File: src/hw/rtl/cpe_pkg.sv
`default_nettype none
// ----------------------------------------------------------------------------
// cpe_pkg
// Character codes, raw code values, types and coding functions for the
// Cologne phonetic encoder.
// ----------------------------------------------------------------------------
package cpe_pkg;

	localparam logic [7:0] CH_BLANK = 8'h20;
	localparam logic [7:0] CH_LOW_A = 8'h61;
	localparam logic [7:0] CH_LOW_Z = 8'h7A;
	localparam logic [7:0] CASE_OFS = 8'h20;

	localparam logic [7:0] CH_A = 8'h41, CH_B = 8'h42, CH_C = 8'h43, CH_D = 8'h44;
	localparam logic [7:0] CH_E = 8'h45, CH_F = 8'h46, CH_G = 8'h47, CH_H = 8'h48;
	localparam logic [7:0] CH_I = 8'h49, CH_J = 8'h4A, CH_K = 8'h4B, CH_L = 8'h4C;
	localparam logic [7:0] CH_M = 8'h4D, CH_N = 8'h4E, CH_O = 8'h4F, CH_P = 8'h50;
	localparam logic [7:0] CH_Q = 8'h51, CH_R = 8'h52, CH_S = 8'h53, CH_T = 8'h54;
	localparam logic [7:0] CH_U = 8'h55, CH_V = 8'h56, CH_W = 8'h57, CH_X = 8'h58;
	localparam logic [7:0] CH_Y = 8'h59, CH_Z = 8'h5A;

	localparam logic [3:0] RAW_H    = 4'd9;
	localparam logic [3:0] RAW_NONE = 4'd15;

	localparam int RES_SLOTS = 4;

	typedef struct packed {
		logic [1:0] cnt;
		logic [3:0] r0;
		logic [3:0] r1;
	} raw_pair_t;

	typedef struct packed {
		logic [3:0] last_raw;
		logic       first_seen;
		logic [3:0] held_digit;
		logic       held_valid;
	} filt_t;

	typedef struct packed {
		filt_t      st;
		logic       emit;
		logic [3:0] digit;
	} feed_out_t;

	typedef struct packed {
		logic [3:0] digit;
		logic       is_empty;
		logic       code_end;
	} result_t;

	localparam filt_t FILT_RESET = '{last_raw: RAW_NONE, first_seen: 1'b0,
		held_digit: 4'd0, held_valid: 1'b0};

	function automatic logic [7:0] fold(input logic [7:0] c);
		if (c >= CH_LOW_A && c <= CH_LOW_Z) begin
			return c - CASE_OFS;
		end
		return c;
	endfunction

	function automatic raw_pair_t one_code(input logic [3:0] r);
		raw_pair_t o;
		o.cnt = 2'd1;
		o.r0  = r;
		o.r1  = 4'd0;
		return o;
	endfunction

	// raw codes of c in window (p, c, n)
	function automatic raw_pair_t code_char(input logic [7:0] p, input logic [7:0] c,
		input logic [7:0] n, input logic start);
		raw_pair_t o;
		o = '{cnt: 2'd0, r0: 4'd0, r1: 4'd0};
		if (start && c == CH_C) begin
			o = one_code((n == CH_A || n == CH_H || n == CH_K || n == CH_L || n == CH_O ||
				n == CH_Q || n == CH_R || n == CH_U || n == CH_X) ? 4'd4 : 4'd8);
		end else if (c == CH_P && n == CH_H) begin
			o = one_code(4'd3);
		end else if (c == CH_D || c == CH_T) begin
			o = one_code((n == CH_C || n == CH_S || n == CH_Z) ? 4'd8 : 4'd2);
		end else if (c == CH_X) begin
			if (p == CH_C || p == CH_K || p == CH_Q) begin
				o = one_code(4'd8);
			end else begin
				o = '{cnt: 2'd2, r0: 4'd4, r1: 4'd8};
			end
		end else if (c == CH_C) begin
			if (p == CH_S || p == CH_Z) begin
				o = one_code(4'd8);
			end else begin
				o = one_code((n == CH_A || n == CH_O || n == CH_U || n == CH_H ||
					n == CH_K || n == CH_X || n == CH_Q) ? 4'd4 : 4'd8);
			end
		end else if (c == CH_H) begin
			o = one_code(RAW_H);
		end else if (c == CH_A || c == CH_E || c == CH_I || c == CH_J || c == CH_Y ||
			c == CH_O || c == CH_U) begin
			o = one_code(4'd0);
		end else if (c == CH_B || c == CH_P) begin
			o = one_code(4'd1);
		end else if (c == CH_F || c == CH_V || c == CH_W) begin
			o = one_code(4'd3);
		end else if (c == CH_G || c == CH_K || c == CH_Q) begin
			o = one_code(4'd4);
		end else if (c == CH_L) begin
			o = one_code(4'd5);
		end else if (c == CH_R) begin
			o = one_code(4'd7);
		end else if (c == CH_M || c == CH_N) begin
			o = one_code(4'd6);
		end else if (c == CH_S || c == CH_Z) begin
			o = one_code(4'd8);
		end
		return o;
	endfunction

	// collapse repeats, drop H marks and non-leading zeros, hold newest digit
	function automatic feed_out_t feed(input filt_t s, input logic [3:0] raw,
		input logic en);
		feed_out_t o;
		o.st    = s;
		o.emit  = 1'b0;
		o.digit = s.held_digit;
		if (en && raw != s.last_raw) begin
			o.st.last_raw = raw;
			if (raw != RAW_H && !(s.first_seen && raw == 4'd0)) begin
				o.st.first_seen = 1'b1;
				o.emit          = s.held_valid;
				o.st.held_digit = raw;
				o.st.held_valid = 1'b1;
			end
		end
		return o;
	endfunction

endpackage
`default_nettype wire

File: src/hw/rtl/cologne_phonetic_encoder_unit.sv
`default_nettype none
// ----------------------------------------------------------------------------
// cologne_phonetic_encoder_unit
// Cologne phonetic coder: one character per request in, code digits out,
// the last digit of a word flagged by tlast.
// ----------------------------------------------------------------------------
// First result of a request is registered, valid in the cycle after acceptance.
// Throughput: a request yields k results (0..4) and holds the result stage
// until they drain; one request per cycle while each yields <= 1 and m_tready is high.
// The four-slot result register is drained one per cycle while m_tready is high.
// Reset: word window blank, filter state cleared, result stage empty.
module cologne_phonetic_encoder_unit
	import cpe_pkg::*;
(
	input  wire logic       clk,
	input  wire logic       arst_n,
	input  wire logic       s_tvalid,
	output logic            s_tready,
	input  wire logic [7:0] s_tdata,  // [7:0] char_in
	input  wire logic       s_tlast,  // word_end
	output logic            m_tvalid,
	input  wire logic       m_tready,
	output logic [7:0]      m_tdata,  // [3:0] code_digit, [7:4] zero
	output logic            m_tuser,  // is_empty
	output logic            m_tlast   // code_end
);

	logic [7:0] prev_q, cur_q;
	logic       have_q, start_q;
	filt_t      filt_q;

	result_t    res_s1 [RES_SLOTS];
	logic [2:0] cnt_s1;

	logic       acc, pop;
	logic [7:0] n_ch, p2;
	logic       start2, n_is_x;
	raw_pair_t  c1, c2;
	feed_out_t  f0, f1, f2;
	result_t    cand   [RES_SLOTS];
	logic       cand_v [RES_SLOTS];
	result_t    packed_res [RES_SLOTS];
	logic [2:0] nres;

	assign pop      = m_tvalid && m_tready;
	assign s_tready = (cnt_s1 == 3'd0) || (cnt_s1 == 3'd1 && m_tready);
	assign acc      = s_tvalid && s_tready;

	always_comb begin
		n_ch   = fold(s_tdata);
		n_is_x = (n_ch == CH_X);
		p2     = have_q ? cur_q : prev_q;
		start2 = have_q ? 1'b0 : start_q;
		c1 = '{cnt: 2'd0, r0: 4'd0, r1: 4'd0};
		if (have_q && cur_q != CH_X) begin
			c1 = code_char(prev_q, cur_q, n_ch, start_q);
		end
		c2 = '{cnt: 2'd0, r0: 4'd0, r1: 4'd0};
		if (n_is_x) begin
			c2 = code_char(p2, n_ch, CH_BLANK, 1'b0);
		end else if (s_tlast) begin
			c2 = code_char(p2, n_ch, CH_BLANK, start2);
		end
		f0 = feed(filt_q, c1.r0, c1.cnt != 2'd0);
		f1 = feed(f0.st, c2.r0, c2.cnt != 2'd0);
		f2 = feed(f1.st, c2.r1, c2.cnt == 2'd2);

		cand[0] = '{digit: f0.digit, is_empty: 1'b0, code_end: 1'b0};
		cand[1] = '{digit: f1.digit, is_empty: 1'b0, code_end: 1'b0};
		cand[2] = '{digit: f2.digit, is_empty: 1'b0, code_end: 1'b0};
		cand[3] = '{digit: f2.st.held_valid ? f2.st.held_digit : 4'd0,
			is_empty: !f2.st.held_valid, code_end: 1'b1};
		cand_v[0] = f0.emit;
		cand_v[1] = f1.emit;
		cand_v[2] = f2.emit;
		cand_v[3] = s_tlast;

		nres = 3'd0;
		for (int i = 0; i < RES_SLOTS; i++) begin
			packed_res[i] = cand[3];
		end
		for (int i = 0; i < RES_SLOTS; i++) begin
			if (cand_v[i]) begin
				packed_res[nres[1:0]] = cand[i];
				nres = nres + 3'd1;
			end
		end
	end

	always_ff @(posedge clk or negedge arst_n) begin
		if (!arst_n) begin
			prev_q  <= CH_BLANK;
			cur_q   <= CH_BLANK;
			have_q  <= 1'b0;
			start_q <= 1'b1;
			filt_q  <= FILT_RESET;
			cnt_s1  <= 3'd0;
		end else begin
			if (acc) begin
				cnt_s1 <= nres;
				if (s_tlast) begin
					prev_q  <= CH_BLANK;
					cur_q   <= CH_BLANK;
					have_q  <= 1'b0;
					start_q <= 1'b1;
					filt_q  <= FILT_RESET;
				end else begin
					prev_q  <= p2;
					cur_q   <= n_ch;
					have_q  <= 1'b1;
					start_q <= start2;
					filt_q  <= f2.st;
				end
			end else if (pop) begin
				cnt_s1 <= cnt_s1 - 3'd1;
			end
		end
	end

	always_ff @(posedge clk) begin
		if (acc) begin
			for (int i = 0; i < RES_SLOTS; i++) begin
				res_s1[i] <= packed_res[i];
			end
		end else if (pop) begin
			for (int i = 0; i < RES_SLOTS - 1; i++) begin
				res_s1[i] <= res_s1[i + 1];
			end
		end
	end

	assign m_tvalid = (cnt_s1 != 3'd0);
	assign m_tdata  = {4'd0, res_s1[0].digit};
	assign m_tuser  = res_s1[0].is_empty;
	assign m_tlast  = res_s1[0].code_end;

	a_ready_room: assert property (@(posedge clk) disable iff (!arst_n)
		s_tready |-> (cnt_s1 <= 3'd1))
		else $error("input taken while result stage still holds several results");

	a_empty_is_last: assert property (@(posedge clk) disable iff (!arst_n)
		(m_tvalid && m_tuser) |-> (m_tlast && m_tdata[3:0] == 4'd0))
		else $error("empty-word result without end flag or with a digit");

	a_digit_range: assert property (@(posedge clk) disable iff (!arst_n)
		m_tvalid |-> (m_tdata[3:0] <= 4'd8))
		else $error("code digit out of range");

	a_word_clear: assert property (@(posedge clk) disable iff (!arst_n)
		(acc && s_tlast) |=> (!have_q && !filt_q.held_valid && start_q && m_tvalid))
		else $error("word state not cleared or no result after word end");

endmodule
`default_nettype wire

File: config.mk
export PLATFORM = sky130hd
export DESIGN_NAME = cologne_phonetic_encoder_unit
export DESIGN_NICKNAME = d
export VERILOG_FILES = /design/src/hw/rtl/cpe_pkg.sv /design/src/hw/rtl/cologne_phonetic_encoder_unit.sv
export SDC_FILE = /design/constraint.sdc
export NUM_CORES = 1
export LEC_CHECK = 0
export ABC_CLOCK_PERIOD_IN_PS = 7100
export BUFFER_PORTS_ARGS = -buffer_cell sky130_fd_sc_hd__buf_2
export CAP_MARGIN = 10
export CORE_ASPECT_RATIO = 0.6
export CORE_UTILIZATION = 54
export CTS_CLUSTER_SIZE = 12
export DETAILED_ROUTE_END_ITERATION = 10
export GPL_ROUTABILITY_DRIVEN = 0
export GPL_TIMING_DRIVEN = 1
export PLACE_DENSITY = 0.81
export SYNTH_ARGS = -nofsm -noshare
export SYNTH_HDL_FRONTEND = slang
export SYNTH_SLANG_ARGS = --single-unit
export TNS_END_PERCENT = 50
File: constraint.sdc
create_clock -name clk -period 7.1 [get_ports clk]
set_input_delay 1.42 -clock clk [delete_from_list [all_inputs] [get_ports clk]]
set_output_delay 1.42 -clock clk [all_outputs]
set_load 0.005 [all_outputs]
==> results.json, run 1 <==
{
  "status": "complete, no violations",
  "fin_area_mm2": 0.00496,
  "grt_antenna_before_repair": 0,
  "cp_slowest_cell": "o31ai_1",
  "ir_drop_uv": 272,
  "critical_path.top_delay_family": "compound AO/OA/AOI/OAI gates",
  "cp-startpoint": "s_tdata[5]",
  "final-max-slew-violation-count": 0,
  "first_iter_violations": 605,
  "required_ns": 7.15,
  "ff2ff_setup_slack_ns": 1.02,
  "grt_max_degree": 36,
  "ys_seq_area_share_pct": 32.1,
  "fin_crit_sh_pct": 93.2,
  "num_vias": 4534,
  "cts_buffers": 5,
  "whs_ns": 0.487,
  "cts-root-buf": "clkbuf_16",
  "grt_pass1_vias": 3933,
  "rr_endpoint": "res_s1[0][4]",
  "wire_per_inst_um": 18.8,
  "initial_core_util_pct": 57.7,
  "synthArstFlopShare_pct": 56.4,
  "grt_setup_unrepaired": "false",
  "dpl_cell_area_mm2": 0.00479,
  "fp-row-count": 25,
  "skew_ns": 0.00896,
  "p_leak_nw": 1.87,
  "cts_max_level": 2,
  "synth.mux.area_fraction_pct": 2.75,
  "synthAdderAreaFrac_pct": 3.36,
  "synth_warnings": 0,
  "cp-end-kind": "flip-flop",
  "synth_compound_area_share_pct": 28.8,
  "setup_tns_ns": 0,
  "syn_to_final_growth_pct": 5.68,
  "fillers": 703,
  "power_w": 0.00170,
  "min_period_ns": 6.62,
  "die_height_um": 74.2,
  "worst_pin_slew_ns": 0.931,
  "critical_path_peak_fanout": 11,
  "synth_edf_count": 24,
  "ys_types": 87,
  "drt_pass1_iterations": 6,
  "synth_ff_type": "edfxtp_1",
  "worst-path-stages": 24,
  "synthXorXnorAreaFrac_pct": 1.68,
  "hp-class": "flip-flop to flip-flop",
  "drv_cap": 0,
  "cp.buffers_inverters": 4,
  "cts_max_path_buffers": 2,
  "cts_tree": "done",
  "finalHoldViolations": 0,
  "critical-path-max-stage-delay_ns": 0.41,
  "port_buffers": 20,
  "drive_gt1_share_pct": 11.9,
  "seq_area_mm2": 0.00151,
  "synthCells": 574,
  "route.met3.wl_um": 1930,
  "dr.max_layer_used": "met4",
  "drc": 0,
  "vias_per_cell": 6.69,
  "post_cts.repair.setup_buffers": 0,
  "wl_um": 12800,
  "drtAntennaViolNets": 0,
  "path_clk_slew_ns": 0.07,
  "slew_headroom_pct": 37.8,
  "multi_input_area_mm2": 0.00288,
  "antenna_cells": 0,
  "crit_end": "res_s1[0][4]",
  "instances_no_fill": 678,
  "cp.arrival_ns": 6.67,
  "grt.total_usage_pct": 29.6,
  "synthSimpleGateAreaFrac_pct": 24.4,
  "fmax_ghz": 0.151,
  "rr_startpoint": "cur_q[2]",
  "clock_latency_ns": 0.30,
  "avgSynthCellArea_um2": 8.17,
  "syn-cell-area_mm2": 0.00469,
  "setup_viol": 0,
  "final_nets": 594,
  "die_area_mm2": 0.00907,
  "power_density_mw_per_mm2": 344,
  "grt_pass1_wl_um": 20600,
  "crit_path_cell_trace": "buf_2 > inv_1 > ha_1 > nor2_1 > o221ai_4 > a21o_1 > o31ai_1 > o21ai_2 > xnor2_1 > a21o_2 > o21ai_0 > and3_1 > a21o_4 > nor2_1 > inv_1 > ha_1 > mux2i_1 > inv_1 > ha_1 > nand2_1 > nor2_1 > o21ai_0 > nor3_1 > a221o_1",
  "m1WireLength_um": 5830,
  "io-pin-count": 25,
  "wl_met2_um": 4860,
  "grt-ovfl-total": 0,
  "fp.dieW_um": 122,
  "reg2reg_depth": 21,
  "synth_seq_cells": 55,
  "place_inst": 670,
  "core-area_mm2": 0.00813,
  "crit_path_start_kind": "input pin",
  "criticalPathCategory": "input pin to flip-flop",
  "synth_top_family_by_area": "compound AO/OA/AOI/OAI gates",
  "cts.sinks": 55,
  "dp_hpwl_um": 9430
}
-- synth_stat cells (6+ instances only) --
cell | count | share of area, %
xnor2_1 | 8 | 1.5
nor4b_1 | 7 | 1.3
nand3_1 | 15 | 1.6
dfstp_2 | 7 | 3.9
o211ai_1 | 10 | 1.6
a21o_1 | 10 | 1.6
ha_1 | 11 | 2.9
o22ai_1 | 10 | 1.3
or3_1 | 7 | 0.93
clkbuf_1 | 28 | 2.2
a21oi_1 | 39 | 4.2
dfrtp_1 | 24 | 13
a22o_1 | 8 | 1.5
nor2_1 | 49 | 3.9
nand2b_1 | 16 | 2.1
inv_1 | 28 | 2.2
o31ai_1 | 9 | 1.4
a211oi_1 | 6 | 0.96
edfxtp_1 | 24 | 15
o21ai_0 | 26 | 2.8
and2_1 | 8 | 1.1
nand2_1 | 73 | 5.8
mux2i_1 | 8 | 1.7
a31oi_1 | 9 | 1.2
nor3_1 | 8 | 0.85
-- layout make-up --
cell class,count,share of cell area [%]
timing repair buffer,28,3.23
clock inverter,2,0.757
clock buffer,6,2.60
sequential,55,30.4
tap,108,2.73
inverter,30,2.27
multi-input combinational,449,58.0
-- per-layer routing --
layer	vias to the layer above	GRT usage, %
met4	0	7.18
met5	-	0
met2	317	38.3
met3	15	7.98
li1	2110	-
met1	2092	47.2
-- how the worst min path moves through the flow --
stage,depth (start not counted),start,end,slack [ns]
CTS,2,prev_q[5],prev_q[5],0.49
detailed placement,2,prev_q[5],prev_q[5],0.47
floorplan,2,prev_q[5],prev_q[5],0.45
global route,2,prev_q[5],prev_q[5],0.52
finish,2,prev_q[5],prev_q[5],0.49
global placement,2,prev_q[5],prev_q[5],0.46
-- worst reg2reg max path, stage by stage (launching register included) --
cell and delay (ns):
dfrtp_1 0.64, nor4b_1 0.86, nand4bb_1 0.24, a211o_1 0.34
o21a_1 0.15, a21oi_1 0.27, nor4_1 0.10, buf_4 0.15
a211oi_1 0.44, nor2_1 0.23, and3_1 0.24, a21oi_2 0.16
nand2_1 0.11, inv_2 0.11, fa_1 0.49, inv_1 0.13
ha_1 0.19, and2_1 0.20, nor2_1 0.09, o21ai_0 0.35
nor3_1 0.08, a221o_1 0.27
-- where the power goes --
| part | leakage, nW | switching (W) | internal, W |
|---|---|---|---|
| Clock | 0.0771 | 0.000119 | 0.000167 |
| Sequential | 0.617 | 0.000152 | 0.000496 |
| Combinational | 1.17 | 0.000467 | 0.000303 |
| Total | 1.87 | 0.000738 | 0.000965 |
-- timing repair --
item                                    CTS  global route
endpoints found under the setup margin    0             2
gates resized for setup                   0             1
hold buffers                              0             0
-- cells by family after synthesis --
logic type      after synthesis
flops                        55
mux                          12
other cells                   1
compound gates              188
buf+inv                      73
xor+xnor                      9
fa+ha+maj                    12
simple gates                224
-- sequential cells by signal, indices dropped and copies added (netlist names) --
register  count
cur_q         8
cnt_s1        3
cand          4
start_q       1
prev_q        8
res_s1       24
have_q        1
filt_q        6
-- stage by stage --
| step | utilization [%] | worst slack [ns] |
|---|---|---|
| after CTS | 60.9 | 0.501 |
| after floorplan | - | 0.998 |
| final | 60.9 | 0.482 |
| after global routing | 60.9 | 0.0221 |
| after detailed placement | 58.9 | 0.177 |
| after global placement | 58.9 | 0.370 |
-- cell usage in the layout (no fill, tap or decap), types with 4 or more instances in the layout --
cell | Yosys | routed
a211oi_1 | 6 | 6
a211oi_2 | 5 | 5
a21o_1 | 10 | 9
a21oi_1 | 39 | 39
a22o_1 | 8 | 8
a31oi_1 | 9 | 9
a32oi_1 | 4 | 4
and2_1 | 8 | 8
and3_1 | 5 | 5
buf_2 | 3 | 20
buf_4 | 5 | 8
clkbuf_16 | 0 | 5
conb_1 | 1 | 4
dfrtp_1 | 24 | 24
dfstp_2 | 7 | 7
edfxtp_1 | 24 | 24
ha_1 | 11 | 11
inv_1 | 28 | 28
mux2i_1 | 8 | 8
nand2_1 | 73 | 73
nand2b_1 | 16 | 16
nand3_1 | 15 | 15
nand3b_1 | 5 | 5
nand4_1 | 4 | 4
nor2_1 | 49 | 49
nor2b_1 | 5 | 5
nor3_1 | 8 | 8
nor3b_1 | 5 | 5
nor4b_1 | 7 | 7
o211ai_1 | 10 | 10
o21ai_0 | 26 | 26
o21ai_1 | 4 | 4
o22ai_1 | 10 | 10
o31ai_1 | 9 | 9
or3_1 | 7 | 7
xnor2_1 | 8 | 8
(Power assumes the default switching activity.)
==> run 2: changes to the inputs <==
--- a/config.mk
+++ b/config.mk
@@ -14,7 +14,8 @@
 export DETAILED_ROUTE_END_ITERATION = 10
 export GPL_ROUTABILITY_DRIVEN = 0
 export GPL_TIMING_DRIVEN = 1
-export PLACE_DENSITY = 0.81
+export PLACE_DENSITY = 0.72
+export SKIP_LAST_GASP = 1
 export SYNTH_ARGS = -nofsm -noshare
 export SYNTH_HDL_FRONTEND = slang
 export SYNTH_SLANG_ARGS = --single-unit
==> results.json, run 2 (same netlist as run 1, synthesis figures left out) <==
{
  "skew_ns": 0.00675,
  "cts_tree": "done",
  "die_area_mm2": 0.00907,
  "seqPwrFrac_pct": 37.0,
  "grt_setup_unrepaired": "false",
  "cts_max_path_buffers": 2,
  "grt_use_met3_pct": 10.0,
  "grt_pass1_vias": 4010,
  "clock_latency_ns": 0.30,
  "largest_register_ffs": 24,
  "syn_to_final_growth_pct": 5.92,
  "crit_path_start_kind": "input pin",
  "criticalPathCategory": "input pin to flip-flop",
  "pwr-share-comb_pct": 46.4,
  "clockPowerShare_pct": 16.7,
  "path_clk_slew_ns": 0.07,
  "critical_path_peak_fanout": 11,
  "antenna_cells": 0,
  "cp.buffers_inverters": 3,
  "min_period_ns": 6.82,
  "p_leak_nw": 1.87,
  "initial_core_util_pct": 57.7,
  "drive_gt1_share_pct": 12.3,
  "critical-path-max-stage-delay_ns": 0.53,
  "grt_pass1_wl_um": 22000,
  "cts.sinks": 55,
  "internal_power_w": 0.000968,
  "fp-row-count": 25,
  "ir_drop_uv": 313,
  "drc": 0,
  "instances_no_fill": 679,
  "dp_hpwl_um": 10000,
  "switchingPower_w": 0.000771,
  "cp_common_cell": "nor2_1",
  "fp.dieW_um": 122,
  "final-max-slew-violation-count": 0,
  "fillers": 730,
  "final_common_cell": "nand2_1",
  "multi_input_area_mm2": 0.00288,
  "required_ns": 7.15,
  "drt_pass1_iterations": 5,
  "final_nets": 595,
  "wl_um": 13700,
  "grt-ovfl-total": 0,
  "globalRouteMet2Util_pct": 40.8,
  "grt_antenna_before_repair": 0,
  "cts_max_level": 2,
  "power_density_mw_per_mm2": 350,
  "cp-end-kind": "flip-flop",
  "finalHoldViolations": 0,
  "status": "complete, no violations",
  "cts-root-buf": "clkbuf_16",
  "slew_headroom_pct": 31.1,
  "drv_cap": 0,
  "first_iter_violations": 548,
  "reg_top3": "res_s1 x24, cur_q x8, prev_q x8",
  "die_height_um": 74.2,
  "wire_per_inst_um": 20.2,
  "port_buffers": 20,
  "grt.busiest_layer": "met1",
  "cp.arrival_ns": 6.87,
  "regMostFlops": "res_s1",
  "num_vias": 4538,
  "fin_crit_sh_pct": 96.0,
  "critical_path.top_delay_family": "compound AO/OA/AOI/OAI gates",
  "switching_share_pct": 44.3,
  "place_inst": 671,
  "setup_tns_ns": 0,
  "cp_slowest_cell": "fa_1",
  "grt.total_usage_pct": 31.9,
  "core-area_mm2": 0.00813,
  "final_cell_mix": "nand2_1, nor2_1, a21oi_1",
  "hp-class": "flip-flop to flip-flop",
  "drtAntennaViolNets": 0,
  "post_cts.repair.setup_buffers": 0,
  "io-pin-count": 25,
  "seq_area_mm2": 0.00151,
  "vias_per_cell": 6.68,
  "cts_buffers": 5,
  "crit_path_cell_trace": "buf_2 > inv_1 > ha_1 > nor4b_1 > o221ai_1 > a32oi_1 > nor2_1 > a211oi_1 > nor4b_2 > a21o_2 > o21ai_0 > and3_1 > a21o_4 > nor2_1 > fa_1 > inv_1 > ha_1 > and2_1 > nor2_1 > o21ai_0 > nor3_1 > a221o_1",
  "use_met1_pct": 51.5,
  "setup_viol": 0,
  "grt_max_degree": 36,
  "whs_ns": 0.495,
  "worst_pin_slew_ns": 1.03,
  "fmax_ghz": 0.147
}
[run 2: cell count changes in the layout (fill, tap and decap cells not counted), sizes merged]
cell / delta
buf: +1
[run 2: per-layer routing]
| layer | share of wire (%) | routed length (um) | up-vias |
|---|---|---|---|
| met3 | 15 | 2080 | 19 |
| met4 | 0.80 | 110 | 0 |
| met1 | 47 | 6420 | 2101 |
| met2 | 37 | 5140 | 312 |
| met5 | 0 | 0 | - |
| li1 | - | - | 2106 |
[run 2: through the flow]
stage               cell area, um^2  util (%)  setup slack (ns)  total power, W
global route                   4970      61.1            0.0324         0.00184
global placement               4800      59.0             0.396         0.00138
finish                         4970      61.1             0.285         0.00174
CTS                            4960      61.0             0.347         0.00171
detailed placement             4800      59.0             0.100         0.00141
floorplan                      4700         -             0.998         0.00119
[run 2: area by class of cell]
cell class | instances | area share, %
multi-input combinational | 449 | 58.0
sequential | 55 | 30.3
timing repair buffer | 29 | 3.38
tap | 108 | 2.72
clock buffer | 6 | 2.59
inverter | 30 | 2.27
clock inverter | 2 | 0.756
[run 2: timing repair]
item / in CTS / in global routing
resized for setup: 0 / 2
setup endpoints to repair: 0 / 5
hold buffers: 0 / 0
[run 2: power groups by stage]
stage	Sequential [W]	Combinational (W)	Clock, W
3_3_place_gp	0.000632	0.000752	0
5_1_grt	0.000660	0.000878	0.000302
4_1_cts	0.000634	0.000781	0.000292
6_report	0.000643	0.000806	0.000290
2_1_floorplan	0.000561	0.000630	0
3_5_place_dp	0.000638	0.000777	0
[run 2: worst min-delay path, stage by stage (launching register included)]
cell,delay [ns]
dfstp_2,0.37
inv_1,0.04
a22oi_1,0.07
[run 2: final timing paths]
path | startpoint | end | slack, ns | cells after the start
worst max-delay path | s_tdata[5] | res_s1[0][4] | 0.28 | 22
worst min-delay path | prev_q[5] | prev_q[5] | 0.50 | 2
worst max register to register | have_q | res_s1[0][4] | 0.99 | 20
worst min register to register | prev_q[5] | prev_q[5] | 0.50 | 2
max in group asynchronous | arst_n | cand[21] | 5.44 | 1
min in group asynchronous | arst_n | cur_q[3] | 1.18 | 1
